**config.mk**
```make
export PLATFORM = sky130hd
export DESIGN_NAME = boxds_merge
export DESIGN_NICKNAME = d
export VERILOG_FILES = /design/src/hdl/box_average_image_downscale_macros.svh /design/src/hdl/boxds_pkg.sv /design/src/hdl/boxds_merge.sv
export SDC_FILE = /design/constraint.sdc
export NUM_CORES = 1
export LEC_CHECK = 0
export ABC_AREA = 0
export BUFFER_PORTS_ARGS = -buffer_cell sky130_fd_sc_hd__buf_2
export CORE_UTILIZATION = 39
export DETAILED_ROUTE_END_ITERATION = 12
export PLACE_DENSITY = 0.77
export SYNTH_ARGS = -nofsm -noshare
export SYNTH_HDL_FRONTEND = slang
export SYNTH_SLANG_ARGS = --single-unit
export TNS_END_PERCENT = 1
```
**constraint.sdc**
```tcl
create_clock -name clk -period 1.1 [get_ports clk]
set_clock_uncertainty 0.2 [all_clocks]
set_input_delay 0.11 -clock clk [delete_from_list [all_inputs] [get_ports clk]]
set_output_delay 0.11 -clock clk [all_outputs]
set_load 0.03 [all_outputs]
```
**src/hdl/box_average_image_downscale_macros.svh**
```systemverilog
// Assertion macros shared by the downscaler RTL.
`ifndef BOX_AVERAGE_IMAGE_DOWNSCALE_MACROS_SVH
`define BOX_AVERAGE_IMAGE_DOWNSCALE_MACROS_SVH

// The condition holds in the same cycle as the trigger.
`define BOXDS_ASSERT_SAME(label, clk, rst, trig, cond) \
  label: assert property (@(posedge clk) disable iff (rst) (trig) |-> (cond)) \
    else $error("boxds check failed in the same cycle");

// The condition holds in the cycle after the trigger.
`define BOXDS_ASSERT_NEXT(label, clk, rst, trig, cond) \
  label: assert property (@(posedge clk) disable iff (rst) (trig) |=> (cond)) \
    else $error("boxds check failed one cycle later");

`endif

```
**src/hdl/boxds_pkg.sv**
```systemverilog
// Shared constants, types and register indexes of the box average downscaler.
`default_nettype none

package boxds_pkg;

  localparam int MAX_WIDTH  = 1024;
  localparam int MAX_HEIGHT = 1024;
  localparam int MAX_FACTOR = 16;
  localparam int CHANNELS   = 4;
  localparam int ACC_DEPTH  = (MAX_WIDTH + 1) / 2;

  localparam int PIX_W   = 8;
  localparam int SUM_W   = 16;
  localparam int ADDR_W  = $clog2(ACC_DEPTH);
  localparam int COL_W   = $clog2(MAX_WIDTH);
  localparam int ROW_W   = $clog2(MAX_HEIGHT);
  localparam int INB_W   = $clog2(MAX_FACTOR);
  localparam int CNT_W   = $clog2(MAX_FACTOR * MAX_FACTOR + 1);
  localparam int FACT_W  = 5;
  localparam int DIM_W   = 11;
  localparam int CFG_W   = 11;
  localparam int IDX_W   = 2;
  localparam int STEP_W  = $clog2(SUM_W);

  // Configuration register indexes.
  localparam logic [IDX_W-1:0] REG_SCALE_FACTOR  = 2'd0;
  localparam logic [IDX_W-1:0] REG_SOURCE_WIDTH  = 2'd1;
  localparam logic [IDX_W-1:0] REG_SOURCE_HEIGHT = 2'd2;

  typedef logic [PIX_W-1:0]  pix_t;
  typedef logic [SUM_W-1:0]  sum_t;
  typedef logic [ADDR_W-1:0] addr_t;
  typedef logic [CNT_W-1:0]  count_t;

  // Control from the sequencer to every channel lane.
  typedef struct packed {
    logic   capture;
    addr_t  rd_addr;
    addr_t  wr_addr;
    logic   fresh;
    logic   acc;
    logic   div_load;
    logic   div_step;
    count_t divisor;
  } lane_ctrl_t;

endpackage

`default_nettype wire

```
**src/hdl/boxds_merge.sv**
```systemverilog
// Output register that gathers the lane means and the row and image flags.
`default_nettype none

module boxds_merge (
  input  wire                    clk,
  input  wire                    rst,
  input  wire                    load,
  input  wire boxds_pkg::pix_t   lane_mean [boxds_pkg::CHANNELS],
  input  wire                    row_end_flag,
  input  wire                    image_end_flag,
  input  wire                    out_stall,
  output logic                   out_free,
  output logic                   out_valid,
  output boxds_pkg::pix_t        mean_zero,
  output boxds_pkg::pix_t        mean_one,
  output boxds_pkg::pix_t        mean_two,
  output boxds_pkg::pix_t        mean_three,
  output logic                   row_end,
  output logic                   image_end
);
  import boxds_pkg::*;

  assign out_free = !out_valid || !out_stall;

  always_ff @(posedge clk) begin
    if (rst) begin
      out_valid <= 1'b0;
    end else if (load) begin
      out_valid <= 1'b1;
    end else if (!out_stall) begin
      out_valid <= 1'b0;
    end
  end

  always_ff @(posedge clk) begin
    if (load) begin
      mean_zero  <= lane_mean[0];
      mean_one   <= lane_mean[1];
      mean_two   <= lane_mean[2];
      mean_three <= lane_mean[3];
      row_end    <= row_end_flag;
      image_end  <= image_end_flag;
    end
  end

endmodule

`default_nettype wire

```
# == Word-level counts from Yosys, hierarchy flattened ==
# Cells that the tools add are included.
# totals
in_bits,38
wordCells,13
out_inout_bits,36
reg_bits,35
# op_classes
eq_ne,1
reduce_logical,3
muxes,2
# op_table
operator,count
1-bit logical NOT,2
1-bit two-way mux,2
"2-bit inequality test, second input constant",1
1-bit logical OR,1

# == Logic depth before layout (Yosys ltp) ==
# Gate-level depths: netlist of the first run.
# depth
word_depth,2
depth_mapped,2
mapped_depth_nobuf,2

# == Worst setup path before layout of the first run ==
# No wires, ideal clock.
# synth_timing
path_type,reg2out
startpoint,register out_valid
endpoint,output out_free
n_path_buf,0
stages_incl_launch_ff,2
arrival_ns,0.770
required_ns,0.790
slack_ns,0.020
cell_sequence,dfxtp_1 -> nand2_1
# synth_via
elab_chain_len,2
# synth_rtl
item,line_no,text
from (decl),boxds_merge.sv:13,"output logic out_valid,"
from (signal assigned),boxds_merge.sv:27,out_valid <= 1'b0;
from (signal assigned),boxds_merge.sv:29,out_valid <= 1'b1;
from (signal assigned),boxds_merge.sv:31,out_valid <= 1'b0;
1-bit logical NOT,boxds_merge.sv:23,assign out_free = !out_valid || !out_stall;
1-bit logical OR,boxds_merge.sv:23,
to (decl),boxds_merge.sv:12,"output logic out_free,"
# No other way between the ends.

# == Worst setup path after layout of the first run ==
# layout_timing
startpoint,register mean_two[0]
endpoint,output mean_two[0]
# layout_lines
item,line_no,text
from (decl),boxds_merge.sv:16,"output boxds_pkg::pix_t mean_two,"
from (signal assigned),boxds_merge.sv:39,mean_two <= lane_mean[2];
# No word-level cell between the ends.

==> flow_summary.ini, run 1 <==
[clocking]
clockRootBuffer = clkbuf_4
cts.clk_slew.worst_paths_ps = 120
cts_max_level = 2
insertion_delay_ps = 340
cts_max_path_buffers = 2
ctsHoldBuffers = 36
cts.sinks = 35
numCtsBuffers = 5
tritoncts = yes
post_cts_buffers = 0

[synth]
synth.largest_area_cell = edfxtp_1
syn_area_um2 = 1050
synth_top_area_share_pct = 96.9
synth_cell_types = 5
avgSynthCellArea_um2 = 27.7
ys.warnings.count = 0
syn_inst = 38
seq_area_frac_synth_pct = 98.8
ys_top_cells_by_area = edfxtp_1 (97%), dfxtp_1 (1.9%), a21oi_1 (0.48%), nand2_1 (0.36%), nor2_1 (0.36%)
synth-seq-cells = 35
syn-num-nets = 76

[grt]
gr-total-overflow = 0
grt_pass1_vias = 985
grt.total_usage_pct = 25.6
grt_pass1_wl_um = 4660
grt_antenna_before_repair = 1
grt_max_degree = 20

[worst_setup_path]
cp_top_family = flip-flops
worstPathCellList = buf_6
cp.arrival_ps = 940
critPathKind = register to primary output
cp.required_ps = 790
reg2reg_to = out_valid
crit_path_end = mean_two[0]
cp.buffers_inverters = 1
cp.depth = 1
slowest_stage = edfxtp_1
cp_max_fo = 1
cp-end-kind = primary output
reg2reg_depth = 2
startpoint = mean_two[0]
startpoint_type = register
slowest_delay_ps = 440
reg2reg_slack_ps = 250
reg2reg_from = out_valid

[min_path]
hold_path_depth = 2
hp-class = input pin to register

[timing]
worst_pin_slew_ps = 142
layout_setup_ws_ps = -145
hold_viol = 0
fin_crit_sh_pct = 113
relSlewSlack_pct = 90.6
fin_crit_ps = 1250
fmax_mhz = 803
setup-violations-final = 36
rsz0062_at_grt = true
slew_violations = 0
fin_hold_ws_ps = 2.14

[die]
boundaryPins = 74
die_width_um = 54.0
rows = 18
coreArea_um2 = 2520
die_y_um = 54.0
die-area_um2 = 2910
start_util_pct = 41.8

[route]
first_pass_iters = 4
drc = 0
wl_um = 3430
antenna_left = 0
post_drt_wl_per_cell_um = 18.2
vias = 877
vias_per_cell = 4.66
dr.first_iter.drc_count = 12

[power]
powerDensity_nw_per_um2 = 1390
finalPower_w = 0.00296
ir_worst_vdd_v = 0.00123
p_leak_nw = 0.905

[run]
drv_cap = 0

[run_status]
violations = negative setup slack
status = complete, but fails checks

[place]
port-buffer-count = 73
globalplace.congestion = 0.673
place_ws_ps = 177

[layout]
drive_gt1_share_pct = 52.9
fin_nets = 194
area_delta_synth_final_pct = 102
post-route-util_pct = 84.6
==> how the worst min path moves through the flow <==
| stage | start | end | slack, ps |
|---|---|---|---|
| after floorplan | rst | out_valid | -20 |
| after detailed placement | rst | out_valid | 80 |
| after global placement | rst | out_valid | 70 |
| after global routing | load | mean_one[6] | -10 |
| final | load | mean_three[0] | 2 |
| after CTS | load | mean_three[4] | -6 |
==> per-layer routing <==
metal  vias up  share of wire, %  track usage [%]
met4         0               3.0             14.5
li1        390                 -                -
met3         9               8.8             7.63
met5         -                 0                0
met2        63                51             44.4
met1       415                37             27.4
==> layout by cell type (no fill, tap or decap), types with 2 or more instances in the layout <==
master	instances
clkbuf_4	5
buf_12	2
edfxtp_1	34
buf_2	38
buf_6	35
dlygate4sd3_1	36
==> cell type report <==
type                            instances  area (um2)
Clock buffer                            6        41.3
Tap cell                               30        37.5
Multi-Input combinational cell          3        12.5
Fill cell                             133         389
Sequential cell                        35        1040
Clock inverter                          2        12.5
Antenna cell                            1        2.50
Timing Repair Buffer                  111         985
==> state kept, by name (all words and copies together) (netlist names) <==
| signal | count |
|---|---|
| mean_one | 8 |
| mean_three | 8 |
| mean_two | 8 |
| mean_zero | 8 |
| image_end | 1 |
| out_valid | 1 |
| row_end | 1 |
==> repair_timing <==
item | CTS | global route
hold endpoints to repair | 39 | 4
setup endpoints to repair | 36 | 36
gates resized for setup | 71 | 0
==> cell usage after synthesis <==
| cell type | count |
|---|---|
| edfxtp_1 | 34 |
| a21oi_1 | 1 |
| dfxtp_1 | 1 |
| nand2_1 | 1 |
| nor2_1 | 1 |
==> logic make-up (layout without fill, tap and decap cells) <==
family,after synthesis,count (layout),share of synthesized area [%]
other,0,1,0
AO/OA/AOI/OAI,1,1,0.475
AND/OR/NAND/NOR,2,2,0.712
buffers and inverters,0,119,0
flip-flops,35,35,98.8
==> report_power, final <==
part,total (W),switching [W],internal [W]
Combinational,0.000658,0.000330,0.000327
Clock,0.000669,0.000422,0.000247
Sequential,0.00164,0.0000554,0.00158
Total,0.00296,0.000808,0.00215
==> per-stage QoR <==
step	cells	setup TNS [ps]	cell area (um2)
2_1_floorplan	38	0	1050
3_3_place_gp	143	0	1500
3_5_place_dp	143	0	1500
4_1_cts	187	-3170	2130
5_1_grt	188	-4730	2130
6_report	188	-3470	2130
Note: power is estimated with default switching activity, not from simulation.
==> run 2: changes to the inputs <==
CORE_ASPECT_RATIO = 0.6   (was unset)
CTS_CLUSTER_DIAMETER = 50   (was unset)
==> run 2 against run 1 <==
The flow still finishes with violations (negative setup slack). Clock power grew 64%. Non-clock buffer count is the same. Power grew 15%. Critical path depth is the same. Die area grew 0.24%. Final area grew 2.9%. Clock-buffer cell count shrank 1. Worst hold slack gained 61 ps. Critical endpoint is now mean_two[5].
==> flow_summary.ini, run 2 (same netlist as run 1, synthesis figures left out) <==
[power]
p_leak_nw = 0.935
finalPower_w = 0.00340
powerDensity_nw_per_um2 = 1550
ir_worst_vdd_v = 0.00110

[worst_setup_path]
cp-end-kind = primary output
reg2reg_from = out_valid
worstPathCellList = buf_6
cp.required_ps = 790
cp_top_family = flip-flops
reg2reg_slack_ps = 280
cp.arrival_ps = 870
cp.buffers_inverters = 1
cp_max_fo = 1
slowest_delay_ps = 420
startpoint = mean_two[5]
slowest_stage = edfxtp_1
critPathKind = register to primary output
startpoint_type = register
reg2reg_depth = 2
reg2reg_to = out_valid

[layout]
fillCellCount = 109
multi_input_area_um2 = 15.0
final_common_cell = buf_2
antenna_cells = 0
stdcell_count = 189
drive_gt1_share_pct = 53.5
area_delta_synth_final_pct = 108
register_area_um2 = 1040
most-common-layout-cells = buf_2 (37), dlygate4sd3_1 (36), buf_6 (36), edfxtp_1 (34), clkbuf_8 (5)
fin_nets = 194
post-route-util_pct = 86.5

[route]
antenna_left = 0
post_drt_wl_per_cell_um = 17.6
wl_um = 3330
vias = 839
drc = 0
first_pass_iters = 4
vias_per_cell = 4.44
dr.first_iter.drc_count = 49

[grt]
grt_pass1_vias = 948
grt_max_degree = 21
gr-total-overflow = 0
grt_pass1_wl_um = 5090
grt.total_usage_pct = 25.2
grt_antenna_before_repair = 0

[clocking]
tritoncts = yes
clockRootBuffer = clkbuf_8
numCtsBuffers = 5
post_cts_buffers = 0
cts.clk_slew.worst_paths_ps = 70
cts_max_path_buffers = 2
cts.sinks = 35
cts_max_level = 2
insertion_delay_ps = 280

[die]
die-area_um2 = 2920
coreArea_um2 = 2540
boundaryPins = 74
start_util_pct = 41.5
die_width_um = 69.1
die_y_um = 42.3
rows = 14

[place]
dpl.cell_count = 145
globalplace.congestion = 0.702
port-buffer-count = 73

[timing]
fmax_mhz = 849
hold_viol = 0
fin_hold_ws_ps = 63.5
slew_violations = 0
worst_pin_slew_ps = 119
fin_crit_ps = 1180
fin_crit_sh_pct = 107
setup-violations-final = 35
relSlewSlack_pct = 92.0
layout_setup_ws_ps = -77.8
rsz0062_at_grt = true

[run_status]
status = complete, but fails checks
violations = negative setup slack

[min_path]
hold_path_depth = 2
hold_end = mean_three[7]
hp-start = load
hp-class = input pin to register

[run]
drv_cap = 0
## run 2: metrics by stage
stage,setup slack [ps],area [um2],TNS [ps]
floorplan,19.8,1050,0
global placement,183,1500,0
detailed placement,171,1500,0
CTS,-54.5,2190,-1020
global route,-103,2200,-2450
finish,-77.8,2200,-1220
## run 2: worst register-to-register path: cells and delay by family, from the launching register on
kind,cells,cell delay (ps)
compound gates,1,120
flops,1,340
simple gates,1,50
## run 2: how the worst max path moves through the flow
| stage | end | slack, ps | cells after the start |
|---|---|---|---|
| after floorplan | out_free | 20 | 1 |
| after global placement | mean_two[3] | 180 | 2 |
| after detailed placement | mean_two[3] | 170 | 2 |
| after CTS | mean_zero[0] | -50 | 1 |
| final | mean_two[5] | -80 | 1 |
| after global routing | mean_two[5] | -100 | 1 |
## run 2: area by class of cell
| type | instances | share of cell area [%] |
|---|---|---|
| clock inverters | 3 | 1.77 |
| clock buffers | 5 | 3.13 |
| multi-input cells | 3 | 0.684 |
| flip-flops and latches | 35 | 47.5 |
| well taps | 32 | 1.82 |
| repair buffers | 111 | 45.1 |
## run 2: repair_timing
action                                 4_1_cts  5_1_grt
setup endpoints to repair                   36       36
endpoints found under the hold margin       35        0
gates resized for setup                     72        2
hold buffers                                36        0
## run 2: power breakdown
| group | total [W] | switching [W] | internal [W] | leakage [nW] |
|---|---|---|---|---|
| clock | 0.00110 | 0.000441 | 0.000663 | 0.0556 |
| sequential | 0.00164 | 0.0000557 | 0.00158 | 0.341 |
| combinational | 0.000658 | 0.000327 | 0.000331 | 0.538 |
| total | 0.00340 | 0.000824 | 0.00258 | 0.935 |
## run 2: routing by layer
metal | track usage [%] | vias up | share of wire [%] | wire length (um)
li1 | - | 385 | - | -
met1 | 28.4 | 395 | 40 | 1330
met2 | 42.9 | 57 | 50 | 1660
met3 | 13.7 | 2 | 9.9 | 331
met4 | 4.90 | 0 | 0.36 | 12
met5 | 0 | - | 0 | 0
