`config.mk`:
```
export PLATFORM = sky130hd
export DESIGN_NAME = boxds_ctrl
export DESIGN_NICKNAME = d
export VERILOG_FILES = /design/src/hdl/box_average_image_downscale_macros.svh /design/src/hdl/boxds_pkg.sv /design/src/hdl/boxds_ctrl.sv
export SDC_FILE = /design/constraint.sdc
export NUM_CORES = 1
export LEC_CHECK = 0
export ABC_AREA = 1
export ABC_CLOCK_PERIOD_IN_PS = 5190
export BUFFER_PORTS_ARGS = -buffer_cell sky130_fd_sc_hd__buf_4
export CELL_PAD_IN_SITES_DETAIL_PLACEMENT = 1
export CELL_PAD_IN_SITES_GLOBAL_PLACEMENT = 1
export CORE_MARGIN = 8
export CORE_UTILIZATION = 30
export DETAILED_ROUTE_END_ITERATION = 8
export GPL_ROUTABILITY_DRIVEN = 0
export HOLD_SLACK_MARGIN = 0.05
export PLACE_DENSITY_LB_ADDON = 0.25
export SYNTH_ARGS = -nofsm -noshare
export SYNTH_HDL_FRONTEND = slang
export SYNTH_SLANG_ARGS = --single-unit
```
`constraint.sdc`:
```
create_clock -name clk -period 5.19 [get_ports clk]
set_input_delay 0.2595 -clock clk [delete_from_list [all_inputs] [get_ports clk]]
set_output_delay 0.2595 -clock clk [all_outputs]
set_load 0.01 [all_outputs]
```
`src/hdl/box_average_image_downscale_macros.svh`:
```
// Assertion macros shared by the downscaler RTL.
`ifndef BOX_AVERAGE_IMAGE_DOWNSCALE_MACROS_SVH
`define BOX_AVERAGE_IMAGE_DOWNSCALE_MACROS_SVH

// The condition holds in the same cycle as the trigger.
`define BOXDS_ASSERT_SAME(label, clk, rst, trig, cond) \
  label: assert property (@(posedge clk) disable iff (rst) (trig) |-> (cond)) \
    else $error("boxds check failed in the same cycle");

// The condition holds in the cycle after the trigger.
`define BOXDS_ASSERT_NEXT(label, clk, rst, trig, cond) \
  label: assert property (@(posedge clk) disable iff (rst) (trig) |=> (cond)) \
    else $error("boxds check failed one cycle later");

`endif

```
`src/hdl/boxds_pkg.sv`:
```
// Shared constants, types and register indexes of the box average downscaler.
`default_nettype none

package boxds_pkg;

  localparam int MAX_WIDTH  = 1024;
  localparam int MAX_HEIGHT = 1024;
  localparam int MAX_FACTOR = 16;
  localparam int CHANNELS   = 4;
  localparam int ACC_DEPTH  = (MAX_WIDTH + 1) / 2;

  localparam int PIX_W   = 8;
  localparam int SUM_W   = 16;
  localparam int ADDR_W  = $clog2(ACC_DEPTH);
  localparam int COL_W   = $clog2(MAX_WIDTH);
  localparam int ROW_W   = $clog2(MAX_HEIGHT);
  localparam int INB_W   = $clog2(MAX_FACTOR);
  localparam int CNT_W   = $clog2(MAX_FACTOR * MAX_FACTOR + 1);
  localparam int FACT_W  = 5;
  localparam int DIM_W   = 11;
  localparam int CFG_W   = 11;
  localparam int IDX_W   = 2;
  localparam int STEP_W  = $clog2(SUM_W);

  // Configuration register indexes.
  localparam logic [IDX_W-1:0] REG_SCALE_FACTOR  = 2'd0;
  localparam logic [IDX_W-1:0] REG_SOURCE_WIDTH  = 2'd1;
  localparam logic [IDX_W-1:0] REG_SOURCE_HEIGHT = 2'd2;

  typedef logic [PIX_W-1:0]  pix_t;
  typedef logic [SUM_W-1:0]  sum_t;
  typedef logic [ADDR_W-1:0] addr_t;
  typedef logic [CNT_W-1:0]  count_t;

  // Control from the sequencer to every channel lane.
  typedef struct packed {
    logic   capture;
    addr_t  rd_addr;
    addr_t  wr_addr;
    logic   fresh;
    logic   acc;
    logic   div_load;
    logic   div_step;
    count_t divisor;
  } lane_ctrl_t;

endpackage

`default_nettype wire

```
`src/hdl/boxds_ctrl.sv`:
```
// Configuration registers, raster position tracking and the item sequencer.
`default_nettype none

module boxds_ctrl (
  input  wire                            clk,
  input  wire                            rst,
  input  wire                            cfg_write,
  input  wire [boxds_pkg::IDX_W-1:0]     cfg_index,
  input  wire [boxds_pkg::CFG_W-1:0]     cfg_data,
  input  wire                            in_valid,
  output logic                           in_stall,
  input  wire                            out_free,
  output boxds_pkg::lane_ctrl_t          ctl,
  output logic                           out_load,
  output logic                           row_end_flag,
  output logic                           image_end_flag
);
  import boxds_pkg::*;

  typedef enum logic [3:0] {
    ST_IDLE = 4'b0001,
    ST_ACC  = 4'b0010,
    ST_DIV  = 4'b0100,
    ST_SEND = 4'b1000
  } state_t;

  state_t state, state_next;

  logic [FACT_W-1:0] scale_factor;
  logic [DIM_W-1:0]  source_width;
  logic [DIM_W-1:0]  source_height;

  logic [COL_W-1:0]  column_position;
  logic [ROW_W-1:0]  row_position;
  logic [INB_W-1:0]  column_in_block;
  logic [INB_W-1:0]  row_in_band;
  addr_t             block_column;

  logic [STEP_W-1:0] step;
  logic              emit;
  addr_t             slot;
  logic              fresh;
  count_t            divisor;

  logic [INB_W-1:0]  f_m1;
  logic [COL_W-1:0]  w_m1;
  logic [ROW_W-1:0]  h_m1;
  logic              accept;
  logic              last_col, last_row, block_x_done, band_done;
  logic [2*INB_W+1:0] product;

  // Out-of-range registers: zero acts as one, large values saturate.
  always_comb begin
    if (scale_factor == '0) begin
      f_m1 = '0;
    end else if (scale_factor > FACT_W'(MAX_FACTOR)) begin
      f_m1 = INB_W'(MAX_FACTOR - 1);
    end else begin
      f_m1 = INB_W'(scale_factor - 1'b1);
    end
    if (source_width == '0) begin
      w_m1 = '0;
    end else if (source_width > DIM_W'(MAX_WIDTH)) begin
      w_m1 = COL_W'(MAX_WIDTH - 1);
    end else begin
      w_m1 = COL_W'(source_width - 1'b1);
    end
    if (source_height == '0) begin
      h_m1 = '0;
    end else if (source_height > DIM_W'(MAX_HEIGHT)) begin
      h_m1 = ROW_W'(MAX_HEIGHT - 1);
    end else begin
      h_m1 = ROW_W'(source_height - 1'b1);
    end
  end

  assign accept       = in_valid && (state == ST_IDLE);
  assign in_stall     = (state != ST_IDLE);
  assign last_col     = column_position >= w_m1;
  assign last_row     = row_position >= h_m1;
  assign block_x_done = last_col || (column_in_block >= f_m1);
  assign band_done    = last_row || (row_in_band >= f_m1);
  assign product      = ({1'b0, column_in_block} + 1'b1) * ({1'b0, row_in_band} + 1'b1);

  always_ff @(posedge clk) begin
    if (rst) begin
      scale_factor  <= FACT_W'(2);
      source_width  <= DIM_W'(MAX_WIDTH);
      source_height <= DIM_W'(MAX_HEIGHT);
    end else if (cfg_write) begin
      case (cfg_index)
        REG_SCALE_FACTOR:  scale_factor  <= cfg_data[FACT_W-1:0];
        REG_SOURCE_WIDTH:  source_width  <= cfg_data[DIM_W-1:0];
        REG_SOURCE_HEIGHT: source_height <= cfg_data[DIM_W-1:0];
        default: ;
      endcase
    end
  end

  // Position counters advance as each pixel is taken in.
  always_ff @(posedge clk) begin
    if (rst) begin
      column_position <= '0;
      row_position    <= '0;
      column_in_block <= '0;
      row_in_band     <= '0;
      block_column    <= '0;
    end else if (accept) begin
      if (last_col) begin
        column_position <= '0;
        column_in_block <= '0;
        block_column    <= '0;
        if (last_row) begin
          row_position <= '0;
          row_in_band  <= '0;
        end else begin
          row_position <= row_position + 1'b1;
          row_in_band  <= band_done ? '0 : row_in_band + 1'b1;
        end
      end else begin
        column_position <= column_position + 1'b1;
        if (block_x_done) begin
          column_in_block <= '0;
          block_column    <= block_column + 1'b1;
        end else begin
          column_in_block <= column_in_block + 1'b1;
        end
      end
    end
  end

  // Per-item attributes held while the item is worked on.
  always_ff @(posedge clk) begin
    if (accept) begin
      slot           <= block_column;
      fresh          <= (row_in_band == '0) && (column_in_block == '0);
      divisor        <= product[CNT_W-1:0];
      row_end_flag   <= last_col;
      image_end_flag <= last_col && last_row;
    end
  end

  always_ff @(posedge clk) begin
    if (rst) begin
      emit <= 1'b0;
    end else if (accept) begin
      emit <= block_x_done && band_done;
    end
  end

  always_ff @(posedge clk) begin
    if (rst) begin
      step <= '0;
    end else if (state == ST_DIV) begin
      step <= step + 1'b1;
    end else begin
      step <= '0;
    end
  end

  always_comb begin
    state_next = state;
    case (state)
      ST_IDLE: if (in_valid) state_next = ST_ACC;
      ST_ACC:  state_next = emit ? ST_DIV : ST_IDLE;
      ST_DIV:  if (step == '1) state_next = ST_SEND;
      ST_SEND: if (out_free) state_next = ST_IDLE;
      default: state_next = ST_IDLE;
    endcase
  end

  always_ff @(posedge clk) begin
    if (rst) begin
      state <= ST_IDLE;
    end else begin
      state <= state_next;
    end
  end

  assign out_load = (state == ST_SEND) && out_free;

  always_comb begin
    ctl.capture  = accept;
    ctl.rd_addr  = block_column;
    ctl.wr_addr  = slot;
    ctl.fresh    = fresh;
    ctl.acc      = (state == ST_ACC);
    ctl.div_load = (state == ST_ACC) && emit;
    ctl.div_step = (state == ST_DIV);
    ctl.divisor  = divisor;
  end

endmodule

`default_nettype wire

```
Yosys cells after proc, flatten, opt, wreduce, memory -nomap -nowiden
Index checks and enable logic that the tools add are counted.

Add/subtract/negate cells: 11. Multiply operators: 1. $lt $le $gt $ge: 7. Equal/unequal tests: 11. Multiplexer cells: 19. Bitwise gates (word level): 1. Reductions and logical operators: 22.

Operators with widths (number): 10-bit two-way mux (6); 4-bit two-way mux (9); 11-bit > comparator, second input constant (2); 11-bit zero test (2); 10-bit by 1-bit adder with 10-bit output, second input constant (2); 10-bit >= comparator (2); 10-bit by 1-bit subtractor with 10-bit output, second input constant (2); 9-bit two-way mux (2); 4-bit one-hot mux with 4 select lines (1); 4-bit by 1-bit adder with 4-bit output, second input constant (3); 4-bit by 1-bit adder with 5-bit output, second input constant (2); 2-bit AND reduction (5); 9-bit by 1-bit adder with 9-bit output, second input constant (1); 5-bit by 5-bit multiplier with 9-bit output (1); 4-bit == test, second input constant (2); 4-bit >= comparator (2); 4-bit zero test (2); 1-bit logical AND (6); 5-bit > comparator, second input constant (1); 5-bit zero test (1); 4-bit by 1-bit == test with 1-bit output, second input constant (1); 4-bit by 2-bit == test with 1-bit output, second input constant (1); 4-bit by 3-bit == test with 1-bit output, second input constant (1); 2-bit inequality test, second input constant (2); 12 further kinds (13).

Flip-flop bits (word level): 94. Input port bits: 18. Output and inout port bits: 36. Logic and storage cells: 88.

Longest topological paths before layout
Gate-level depths: netlist (run 1).

Word-level depth: 7. Depth in mapped cells: 20. Mapped depth without buffers: 20.

Worst setup path after synthesis (run 1)
OpenSTA, ideal clock, no wires.

Path kind: flip-flop to flip-flop. Start: reg row_in_band[0]. End: reg divisor[7], data pin. Setup time: 0.265 ns. Arrival time: 3.477 ns. Data required time: 4.925 ns. Slack: 1.448 ns. Cell stages (with the launch flop): 15. Buffers on the path: 1. Clock period less this slack: 3.742 ns. Cell sequence: dfxtp_1 clkbuf_1 nand3_1 xor2_1 nand2_1 fa_1 fa_1 fa_1 inv_1 ha_1 a21oi_1 nand2_1 a21oi_1 o21ai_0 xor2_1.

Longest elaborated chain between the ends: 2.

Ends and longest elaborated chain: start, declared (RTL line boxds_ctrl.sv:36) `logic [INB_W-1:0] row_in_band;`; start signal, assigned (RTL line boxds_ctrl.sv:118) `row_in_band <= band_done ? '0 : row_in_band + 1'b1;`; 4-bit by 1-bit adder with 5-bit output (RTL line boxds_ctrl.sv:83) `assign product = ({1'b0, column_in_block} + 1'b1) * ({1'b0, row_in_band} + 1'b1);`; 5-bit by 5-bit multiplier with 9-bit output (RTL line boxds_ctrl.sv:83); via product[7] (RTL line boxds_ctrl.sv:50) `logic [2*INB_W+1:0] product;`; end signal, assigned (RTL line boxds_ctrl.sv:137) `divisor <= product[CNT_W-1:0];`; end, declared (RTL line boxds_ctrl.sv:43) `count_t divisor;`.

The timed path passes the listed nets, and every way through them passes these cells. A chain may end at the register's enable or synchronous reset.

Worst setup path in the final report (run 1)
Ends and elaborated chain as after synthesis.

==> flow_results.org, run 1 <==
** Final layout
- At the end of the flow, the number of nets in the layout was ~940.
- Once layout is done, the placed cells without fillers occupy ~7000 um^2.
- Ratio of cells with drive above 1 in the final layout :: under 10%
- Final Instance Count excl. Fillers :: about 1100
- The repair_antennas step left the layout with diodes totalling 0.
- Relative to the synthesized area, the layout overhead comes to 15.7%.
- Most frequent standard cell in the layout excluding fill and tap cells :: nand2_1
- Highest-count cells in the layout ignoring fill and taps :: 170 x nand2_1, 124 x inv_1, 85 x nor2_1, 73 x dfxtp_1

** Worst setup path
- R2R Path Start :: row_in_band[0]$_SDFFE_PP0P_
- Setup Crit Path Kind :: reg2reg
- Critical Path RT :: around 5.3 ns
- Counting cells, the worst reg-to-reg path comes to 13.
- Endpoint of the most critical setup path :: divisor[7]$_DFFE_PP_
- Signal arrival time at the worst endpoint :: a little over 4 ns
- Across all register-to-register paths, the minimum setup slack is 1.21 ns.
- Startpoint kind of the worst setup timing path :: register
- Crit path from :: row_in_band[0]$_SDFFE_PP0P_
- Nature of the critical path endpoint :: register
- Endpoint of the most critical register-to-register path :: divisor[7]$_DFFE_PP_
- Of all nets on the critical path, the largest fanout is 9.

** STA
- At the pin with the least slew margin, the transition time is approximately 0.86 ns.
- Final worst path period share :: 76.8%
- Final-report hold violation count :: 0
- Final Setup Violations :: 0
- In the final timing run, aggregate negative setup slack is 0 ns.
- The smallest clock period supported by the final layout is computed as 3.98 ns.
- The final-report max-slew violation count was 0.
- In this run the tightest slew margin relative to its limit is 42.4%.
- Hold timing on the final database bottoms out at a slack of about 0.14 ns.
- Clk_skew :: between 0.009 and 0.01 ns
- Fmax achieved :: approximately 250 MHz
- Setup repair after global routing left no endpoint under its margin.

** Global route
- Wire length of the first global-routing pass :: 25900 um
- Overall Global Routing Usage :: around an eighth
- Number of global-route vias before repair :: about 5300
- Overflow after GRT :: 0
- Largest net degree at the start of global routing :: a little over 50
- The number of antenna violations at the first check in global routing is 0.

** Clocking
- H-tree level count :: 3
- Number of cells upsized or downsized after cts :: 0
- CTS tree :: yes
- Counting every sink on the clock net gives 94.
- Count of hold buffers inserted by post-cts repair :: 0
- Buffers inserted during clock tree synthesis total 9.
- In this run the post-CTS setup repair buffer count came out at 0.
- The later pin in the worst-skew pair is clocked with a latency of between 0.3 and 0.4 ns.
- The clock passes through at most 2 buffers.
- Clock Root Buffer :: clkbuf_16
- Clock slew seen by the registers of the worst setup and hold paths :: about 0.07 ns

** Power
- Largest voltage drop on the vdd net :: about 160 uV
- For this design the static power due to leakage is 3.29 nW.
- The design draws 1.77 mW.
- For this design the ratio of total power to cell area is 256 nW/um^2.

** Die
- The core region is 19500 um^2.
- Count of pins on the block boundary :: 54
- Horizontal extent of the die :: 157 um
- The die covers 24700 um^2.
- Die height :: roughly 160 um
- Starting density of the core :: 30.7%
- In this run the core area contains a little over 50 standard-cell rows.

** Drt
- Number of vias per cell :: 4.68
- For this run, the detailed router's first-pass iteration total came to 4.
- Number of DRC violations after detailed-routing iteration 0 :: between 150 and 200
- Summed over all layers, the routed wires come to approximately 15000 um.
- In this run the remaining antenna-violating nets after routing total 0.
- WL/cell :: between 10 and 15 um
- DRC :: 0
- DR vias :: ~5300

** Yosys
- Counting flops with a built-in enable in the synthesized netlist gives 21.
- Synthesized area per cell :: around 7.4 um^2
- Cell area after technology mapping :: 5970 um^2
- #FFs+latches synth :: 94
- Seq/Total Area, Yosys :: a little over a third
- Synthesis produced a netlist with a net count of approximately 890.
- Number of warning messages in the yosys log :: 0
- Distinct cell type count of the synthesized netlist :: 39
- Ys flop type :: dfxtp_1
- Async SR Flop Fraction :: 0%
- Post-Synthesis Cells :: 809

** Placed design
- Placed Cells incl. Taps :: about 1100
- Port buffering added 53 buffers.
- In this run the cell area measured after placement is about 6600 um^2.
- Once detailed placement completed, the half-perimeter wirelength came to 12100 um.

** Status
- The run finished with clean final reports.

** Flow run
- Max-cap violations in this run came to 0.

** Min path
- Hold crit path type :: in2reg
## metal layers
layer	vias up	track usage, %	wire [um]
li1	2733	-	-
met1	2465	17.3	7860
met2	69	20.6	6660
met3	9	2.66	629
met4	0	3.40	155
met5	-	0	0
## how the worst min path moves through the flow
stage,startpoint,to,slack [ns],depth (start not counted)
floorplan,cfg_data[1],scale_factor[1]$_SDFFE_PP1P_,0.39,2
global placement,step[0]$_SDFF_PP0_,step[0]$_SDFF_PP0_,0.43,1
detailed placement,step[0]$_SDFF_PP0_,step[0]$_SDFF_PP0_,0.44,1
CTS,cfg_data[10],source_width[10]$_SDFFE_PP1P_,0.12,3
global route,cfg_data[10],source_width[10]$_SDFFE_PP1P_,0.14,3
finish,cfg_data[10],source_width[10]$_SDFFE_PP1P_,0.14,3
## state kept, by name, indices dropped and copies added, names as in the netlist
signal,count
block_column,9
column_in_block,4
column_position,10
divisor,9
emit,1
fresh,1
image_end_flag,1
row_end_flag,1
row_in_band,4
row_position,10
scale_factor,5
slot,9
source_height,11
source_width,11
state,4
step,4
## logic make-up (layout without fill, tap and decap cells)
family          count (synthesis)  in the layout  synth area share (%)
mux                             1              1                 0.168
flops                          94             94                  35.1
fa+ha+maj                      64             64                  14.4
compound gates                115            115                  10.1
xor+xnor                       27             27                  3.96
buf+inv                       145            198                  9.54
simple gates                  363            363                  26.8
## final cells by class
cell class,instances,area [um^2]
Timing Repair Buffer,55,413
Clock inverter,7,62.6
Clock buffer,9,225
Tap cell,265,332
Multi-Input combinational cell,570,3310
Sequential cell,94,2090
Inverter,127,477
Fill cell,2439,12600
## critical path: stages (launching register included)
cell     delay (ns)
dfxtp_1        0.48
ha_1           0.24
xor2_1         0.35
nand2_1        0.12
fa_1           0.49
fa_1           0.52
fa_1           0.55
inv_1          0.04
ha_1           0.34
a21oi_1        0.14
nand2_1        0.09
a21oi_1        0.12
o21ai_0        0.10
xor2_1         0.15
## power by group
part | internal, mW | switching (mW) | total (mW)
Combinational | 0.109 | 0.200 | 0.309
Sequential | 0.783 | 0.0229 | 0.806
Clock | 0.336 | 0.318 | 0.655
Total | 1.23 | 0.541 | 1.77
## cell usage after synthesis (all sizes together), types with 8 or more instances
library cell    n  area, um^2
nand2         172         651
buf             9        58.8
inv           125         469
edfxtp         21         631
nor2           87         337
fa              8         160
o21ai          48         240
dfxtp          73        1460
clkbuf          9        33.8
ha             56         701
xor2           23         201
nand4          27         169
nor3           18         111
nand3          47         245
a21oi          56         280
## through the flow
step | util, % | setup WS, ns
floorplan | - | 1.45
global placement | 34.0 | 1.26
detailed placement | 34.0 | 1.19
CTS | 35.5 | 1.18
global route | 35.5 | 0.965
finish | 35.5 | 1.21
Note: power is estimated with default switching activity, not from simulation.
==> run 2: changes to the inputs <==
--- a/config.mk
+++ b/config.mk
@@ -6,7 +6,7 @@
 export NUM_CORES = 1
 export LEC_CHECK = 0
 export ABC_AREA = 1
-export ABC_CLOCK_PERIOD_IN_PS = 5190
+export ABC_CLOCK_PERIOD_IN_PS = 3950
 export BUFFER_PORTS_ARGS = -buffer_cell sky130_fd_sc_hd__buf_4
 export CELL_PAD_IN_SITES_DETAIL_PLACEMENT = 1
 export CELL_PAD_IN_SITES_GLOBAL_PLACEMENT = 1
==> constraint.sdc (replaced) <==
create_clock -name clk -period 3.95 [get_ports clk]
set_input_delay 0.1975 -clock clk [delete_from_list [all_inputs] [get_ports clk]]
set_output_delay 0.1975 -clock clk [all_outputs]
set_load 0.01 [all_outputs]
==> flow_results.org, run 2 (synthesis gave the netlist of run 1 again) <==
** Final layout
- Leaving out filler cells and counting taps, the final layout contains roughly 1100.
- Leaving out fill and tap cells, the most frequent cell in the layout is nand2_1.
- Highest-count cells in the layout ignoring fill and taps :: 170 x nand2_1, 124 x inv_1, 85 x nor2_1, 72 x dfxtp_1, 65 x buf_4
- The largest registers in the layout are source_height (11), source_width (11).
- The finished cells cover roughly 7000 um^2.
- Number of antenna repair diodes :: 0
- In the final layout, the share of cells above drive strength 1 is between 10% and 20%.
- Measured on the finished design, the core utilization comes to between 30% and 40%.
- Relative to the synthesized area, the layout overhead comes to 17.0%.
- The net count of the finished layout is approximately 950.

** STA
- Slew at the pin with the worst max-slew slack :: roughly 0.78 ns
- Hold timing on the final database bottoms out at a slack of 0.0745 ns.
- The number of hold violations in the final report came to 0.
- RSZ-0062 raised after global routing :: no
- In the final timing run, aggregate negative setup slack is 0 ns.
- Fmax achieved :: 269 MHz
- Final Setup Violations :: 0
- The final critical path takes up ~94% of the cycle.
- Measured against its own limit, the worst slew margin works out to 47.8%.
- Final worst path period need :: 3.72 ns
- The final-report max-slew violation count came to 0.
- Clk_skew :: between 0.01 and 0.015 ns

** Min path
- Hold crit path type :: in2reg

** Drt
- WL/cell :: around 13 um
- The final layout contains routed wiring with a total length of between 15000 and 20000 um.
- Detailed routing inserted a total of around 5300 vias.
- The first detailed-routing pass ran for 6 iterations.
- For this block, the initial DRC count from the detailed router was around 190.
- In the routed layout, each cell is associated on average with a via count of around 4.6.
- DRC :: 0
- Antenna Violating Nets Remaining :: 0

** Clocking
- Once the clock tree was built, the setup fixing pass inserted 0 buffers.
- TritonCTS created 9 clock buffers.
- Clock Root Buffer :: clkbuf_16
- The clock drives between 90 and 100 sinks.
- The clock reaches the later pin of the worst-skew pair after 0.35 ns.
- H-tree level count :: 3
- Gates resized during post-CTS repair numbered 0.
- TritonCTS built the clock tree.
- Clock slew seen by the registers of the worst setup and hold paths :: roughly 0.070 ns
- The clock passes through at most 2 buffers.
- Count of hold buffers inserted by post-cts repair :: 0

** Placed design
- In this run the tool buffered the top-level ports with 53 buffer cells.
- In this run the cell area measured after placement is approximately 6700 um^2.
- Placed Cells incl. Taps :: approximately 1100
- Half-perimeter wire length after placement :: around 12000 um

** Worst setup path
- Maximum net fanout on the critical path :: 5
- Nature of the critical path endpoint :: register
- Setup Crit Path Kind :: reg2reg
- At the worst endpoint, the arrival time is 3.82 ns.
- Data on the critical path is required at its endpoint by slightly above 4 ns.
- Startpoint kind of the worst setup timing path :: register

** Die
- Pin placement for this block handled between 50 and 60 I/O pins.
- The floorplan step set the die height to between 150 and 200 um.
- Area of the die :: around 25000 um^2
- Starting density of the core :: a little under a third
- The core region is 19500 um^2.
- Total number of placement rows :: between 50 and 60
- The die is ~160 um wide.

** Global route
- The first global-routing pass estimated between 20000 and 30000 um of wire.
- Overflow after GRT :: 0
- Largest net degree at the start of global routing :: 34
- The number of global-route vias before repair was approximately 5300.
- The number of antenna violations at the first check in global routing came to 0.
- Overall Global Routing Usage :: about an eighth

** Power
- Largest voltage drop on the vdd net :: a little under 200 uV
- The internal power of the cells totals between 1.5 and 2 mW.
- Sequential share of power :: roughly 45%
- The share of total power dissipated in combinational logic is between 15 and 20%.
- In this run the power spent charging and discharging nets is 0.708 mW.
- Dividing total power by cell area gives a power density of around 330 nW/um^2.
- Switching part of the total power :: a little under a third
- The clock network accounts for approximately 37% of the total power.
- The analysis attributes to cell leakage a power of 3.34 nW.

** Flow run
- Max-capacitance violation count :: 0

** Status
- The run finished with clean final reports.
run 2: through the flow:
step,setup WS [ns],total power [mW]
finish,0.227,2.33
global route,0.0170,2.47
floorplan,0.208,1.35
detailed placement,0.156,1.50
CTS,0.152,2.38
global placement,0.227,1.49
run 2: power groups by stage:
stage | Clock [mW] | Combinational (mW) | Sequential [mW]
finish | 0.863 | 0.413 | 1.06
floorplan | 0 | 0.268 | 1.08
CTS | 0.902 | 0.422 | 1.06
global placement | 0 | 0.415 | 1.08
detailed placement | 0 | 0.421 | 1.08
global route | 0.935 | 0.475 | 1.06
run 2: worst max-delay path: stages (launching register included):
cell	delay (ns)
dfxtp_2	0.36
ha_1	0.19
nand3_1	0.14
inv_1	0.12
nand2_1	0.09
fa_1	0.52
fa_1	0.52
fa_1	0.54
inv_1	0.04
ha_1	0.34
a21oi_1	0.14
nand2_1	0.09
a21oi_1	0.12
o21ai_0	0.10
xor2_1	0.15
run 2: layer usage:
metal	GRT usage, %	up-vias	routed length (um)
li1	-	2755	-
met5	0	-	0
met1	17.5	2435	7950
met4	3.76	0	201
met2	20.5	68	6580
met3	2.66	14	616
run 2: final timing paths:
check	from	to	slack (ns)	depth (start not counted)
worst max-delay path	row_in_band[1]$_SDFFE_PP0P_	divisor[7]$_DFFE_PP_	0.23	14
worst min-delay path	cfg_data[10]	source_width[10]$_SDFFE_PP1P_	0.07	3
worst max register to register	row_in_band[1]$_SDFFE_PP0P_	divisor[7]$_DFFE_PP_	0.23	14
worst min register to register	step[0]$_SDFF_PP0_	step[0]$_SDFF_PP0_	0.46	1
run 2: final cells by class:
type,count,area [um^2]
multi-input cells,570,3310
well taps,265,332
flip-flops and latches,94,2090
repair buffers,65,488
clock buffers,10,233
inverters,127,477
clock inverters,6,55.1
fillers,2439,12500
==> run 3: changes to the inputs <==
--- a/config.mk
+++ b/config.mk
@@ -14,6 +14,7 @@
 export CORE_UTILIZATION = 30
 export DETAILED_ROUTE_END_ITERATION = 8
 export GPL_ROUTABILITY_DRIVEN = 0
+export GPL_TIMING_DRIVEN = 0
 export HOLD_SLACK_MARGIN = 0.05
 export PLACE_DENSITY_LB_ADDON = 0.25
 export SYNTH_ARGS = -nofsm -noshare
==> flow_results.org, run 3 (synthesis gave the netlist of run 1 again) <==
** Status
- Status :: complete, no violations

** Clocking
- The clock reaches the later pin of the worst-skew pair after around 0.36 ns.
- Number of buffers between clock root and the deepest sink :: 2
- Clock tree synthesis inserted a total of 9 buffers.
- Clock-pin slew was measured on the worst setup and hold paths at ~0.070 ns.
- TritonCTS built the clock tree.
- Count of hold buffers inserted by post-cts repair :: 0
- CTS placed an instance of clkbuf_16 at the clock tree root.
- The H-tree generated during clock tree synthesis spans 3 levels.
- Clk sinks :: 94

** Die
- The die is ~160 um tall.
- Total number of placement rows :: 51
- Starting density of the core :: a little under a third
- The die is ~160 um wide.
- Core Footprint :: 19500 um^2
- The die covers roughly 25000 um^2.
- Count of pins on the block boundary :: 54

** Flow run
- Max-cap violations in this run came to 0.

** Global route
- In the global route stage, overall resource usage came out at a little over an eighth.
- Entering global routing, the biggest net connects 32 pins.
- Number of global-route vias before repair :: ~5500
- In the global route stage, met2 resource usage came out at around 22%.
- met2 is the most crowded layer.
- In the global route stage, met3 resource usage came out at around 2.7%.
- Wire length of the first global-routing pass :: 27000 um
- Met1 Use GR :: ~18%
- Overflow after GRT :: 0
- The number of antenna violations at the first check in global routing came to 0.

** STA
- Final worst path period need :: approximately 3.7 ns
- The final critical path takes up 93.7% of the cycle.
- At the pin with the least slew margin, the transition time is about 0.73 ns.
- Clk_skew :: ~0.0069 ns
- Number of max-slew violations in the final report :: 0
- After routing, the total negative slack on setup checks comes to 0 ns.
- Setup violations remaining at the end of the flow were counted as 0.
- The number of hold violations in the final report was 0.
- Fmax achieved :: approximately 270 MHz
- In this run the tightest slew margin relative to its limit is approximately half.
- RSZ-0062 raised after global routing :: no
- Worst Setup Slack, final :: 0.250 ns

** Drt
- Detailed-router iteration count before antenna repair :: 4
- Number of DRC violations after detailed-routing iteration 0 :: around 150
- In the routed design, unresolved DRC markers number 0.
- Antenna Violating Nets Remaining :: 0
- The routed design has approximately 16000 um of wire.
- DR vias :: 5353
- WL/cell :: roughly 14 um
- Dividing the detail-routed via count by the number of cells gives ~4.7.

** Power
- Leak Pwr :: 3.37 nW
- Switching part of the total power :: 27.7%
- Sequential share of power :: between 40% and 50%
- Net Sw Power :: around 0.69 mW
- Internal power comes to 1.80 mW.
- Total power for the finished layout comes to 2.49 mW.
- Largest voltage drop on the vdd net :: approximately 220 uV
- For this design the ratio of total power to cell area is roughly 350 nW/um^2.
- The clock network is responsible for ~40% of the overall power.
- Per report_power, the combinational group accounts for around 17% of the total.

** Final layout
- Regs by FF count :: source_height (11), source_width (11)
- Of the cells placed in the final design, the portion with a size suffix greater than 1 is between 10% and 20%.
- Final Net Count :: roughly 960
- The repair_antennas step left the layout with diodes totalling 0.
- Fill cells :: around 2400
- Once layout is done, the placed cells without fillers occupy roughly 7200 um^2.
- Most frequent standard cell in the layout excluding fill and tap cells :: nand2_1
- From synthesis to final layout, the design area changed by 20.0%.
- Highest-count cells in the layout ignoring fill and taps :: 170 x nand2_1, 123 x inv_1, 85 x nor2_1, 69 x dfxtp_1, 59 x buf_4

** Worst setup path
- Maximum net fanout on the critical path :: 5
- STA puts the critical path data required time at 4.06 ns.
- The worst register-to-register path begins at column_in_block[1]$_SDFFE_PP0P_.
- Signal arrival time at the worst endpoint :: ~3.8 ns
- In this run the worst setup path begins at column_in_block[1]$_SDFFE_PP0P_.
- Setup Crit Path Kind :: reg2reg
- Nature of the critical path endpoint :: register
- Startpoint kind of the worst setup timing path :: register

** Placed design
- In this run the cell area measured after placement is 6700 um^2.
- After legalization and detailed placement, the total HPWL measured 12900 um.
- Setup slack at placement :: -0.321 ns
- Buffers placed on the I/O ports in this run total between 50 and 60.

** Min path
- The worst hold path begins at cfg_data[10].
- The worst hold path belongs to the class in2reg.
==> run 3: cell types whose count changed in the layout (fill, tap and decap cells not counted), moves of 4 or more <==
cell      change
ha_1          -4
xor2_1        -4
clkbuf_1      +9
buf_2         +5
buf_4         -6
==> run 3: metal layers <==
metal,part of all wire [%],wire length [um]
met2,44,7170
met5,0,0
met1,51,8260
met4,1.3,214
met3,4.0,648
==> run 3: area by class of cell <==
cell class | instances | area, um^2 | share of cell area [%]
Buffer | 18 | 100 | 1.40
Clock buffer | 10 | 229 | 3.20
Clock inverter | 6 | 101 | 1.42
Inverter | 127 | 477 | 6.66
Multi-Input combinational cell | 570 | 3400 | 47.5
Sequential cell | 94 | 2100 | 29.4
Tap cell | 265 | 332 | 4.63
Timing Repair Buffer | 56 | 420 | 5.87
==> run 3: what timing repair did <==
action | CTS | global route
pin swaps | 1 | 0
setup endpoints to repair | 3 | 2
cloned | 0 | 0
gates resized for setup | 5 | 19
buffers inserted | 1 | 2
==> run 3: final timing paths <==
kind | endpoint | slack [ns] | cells past startpoint
max | divisor[7]$_DFFE_PP_ | 0.25 | 13
min | source_width[10]$_SDFFE_PP1P_ | 0.09 | 3
max reg2reg | divisor[7]$_DFFE_PP_ | 0.25 | 13
min reg2reg | step[0]$_SDFF_PP0_ | 0.46 | 1
==> run 3: stage by stage <==
step	std cells	hold WS, ns	utilization [%]
4_1_cts	1144	0.0718	36.3
2_1_floorplan	809	0.328	-
5_1_grt	1146	0.0852	36.8
3_3_place_gp	1127	0.434	34.4
3_5_place_dp	1127	0.442	34.4
6_report	1146	0.0854	36.8
==> run 3: worst max-delay path, stage by stage, from the launching register on <==
cell and delay (ns):
dfxtp_1 0.41, ha_2 0.27, xor2_4 0.20, nand2_1 0.09, fa_1 0.48, fa_1 0.52
fa_1 0.55, inv_1 0.06, ha_4 0.26, a21oi_1 0.13, nand2_1 0.10, a21oi_1 0.13
o21ai_0 0.10, xor2_1 0.15
==> run 3: power groups by stage <==
| stage | Clock [mW] | Sequential, mW | Combinational (mW) |
|---|---|---|---|
| global route | 1.06 | 1.07 | 0.493 |
| global placement | 0 | 1.08 | 0.417 |
| floorplan | 0 | 1.08 | 0.268 |
| detailed placement | 0 | 1.08 | 0.426 |
| finish | 1.00 | 1.06 | 0.427 |
| CTS | 1.03 | 1.06 | 0.429 |
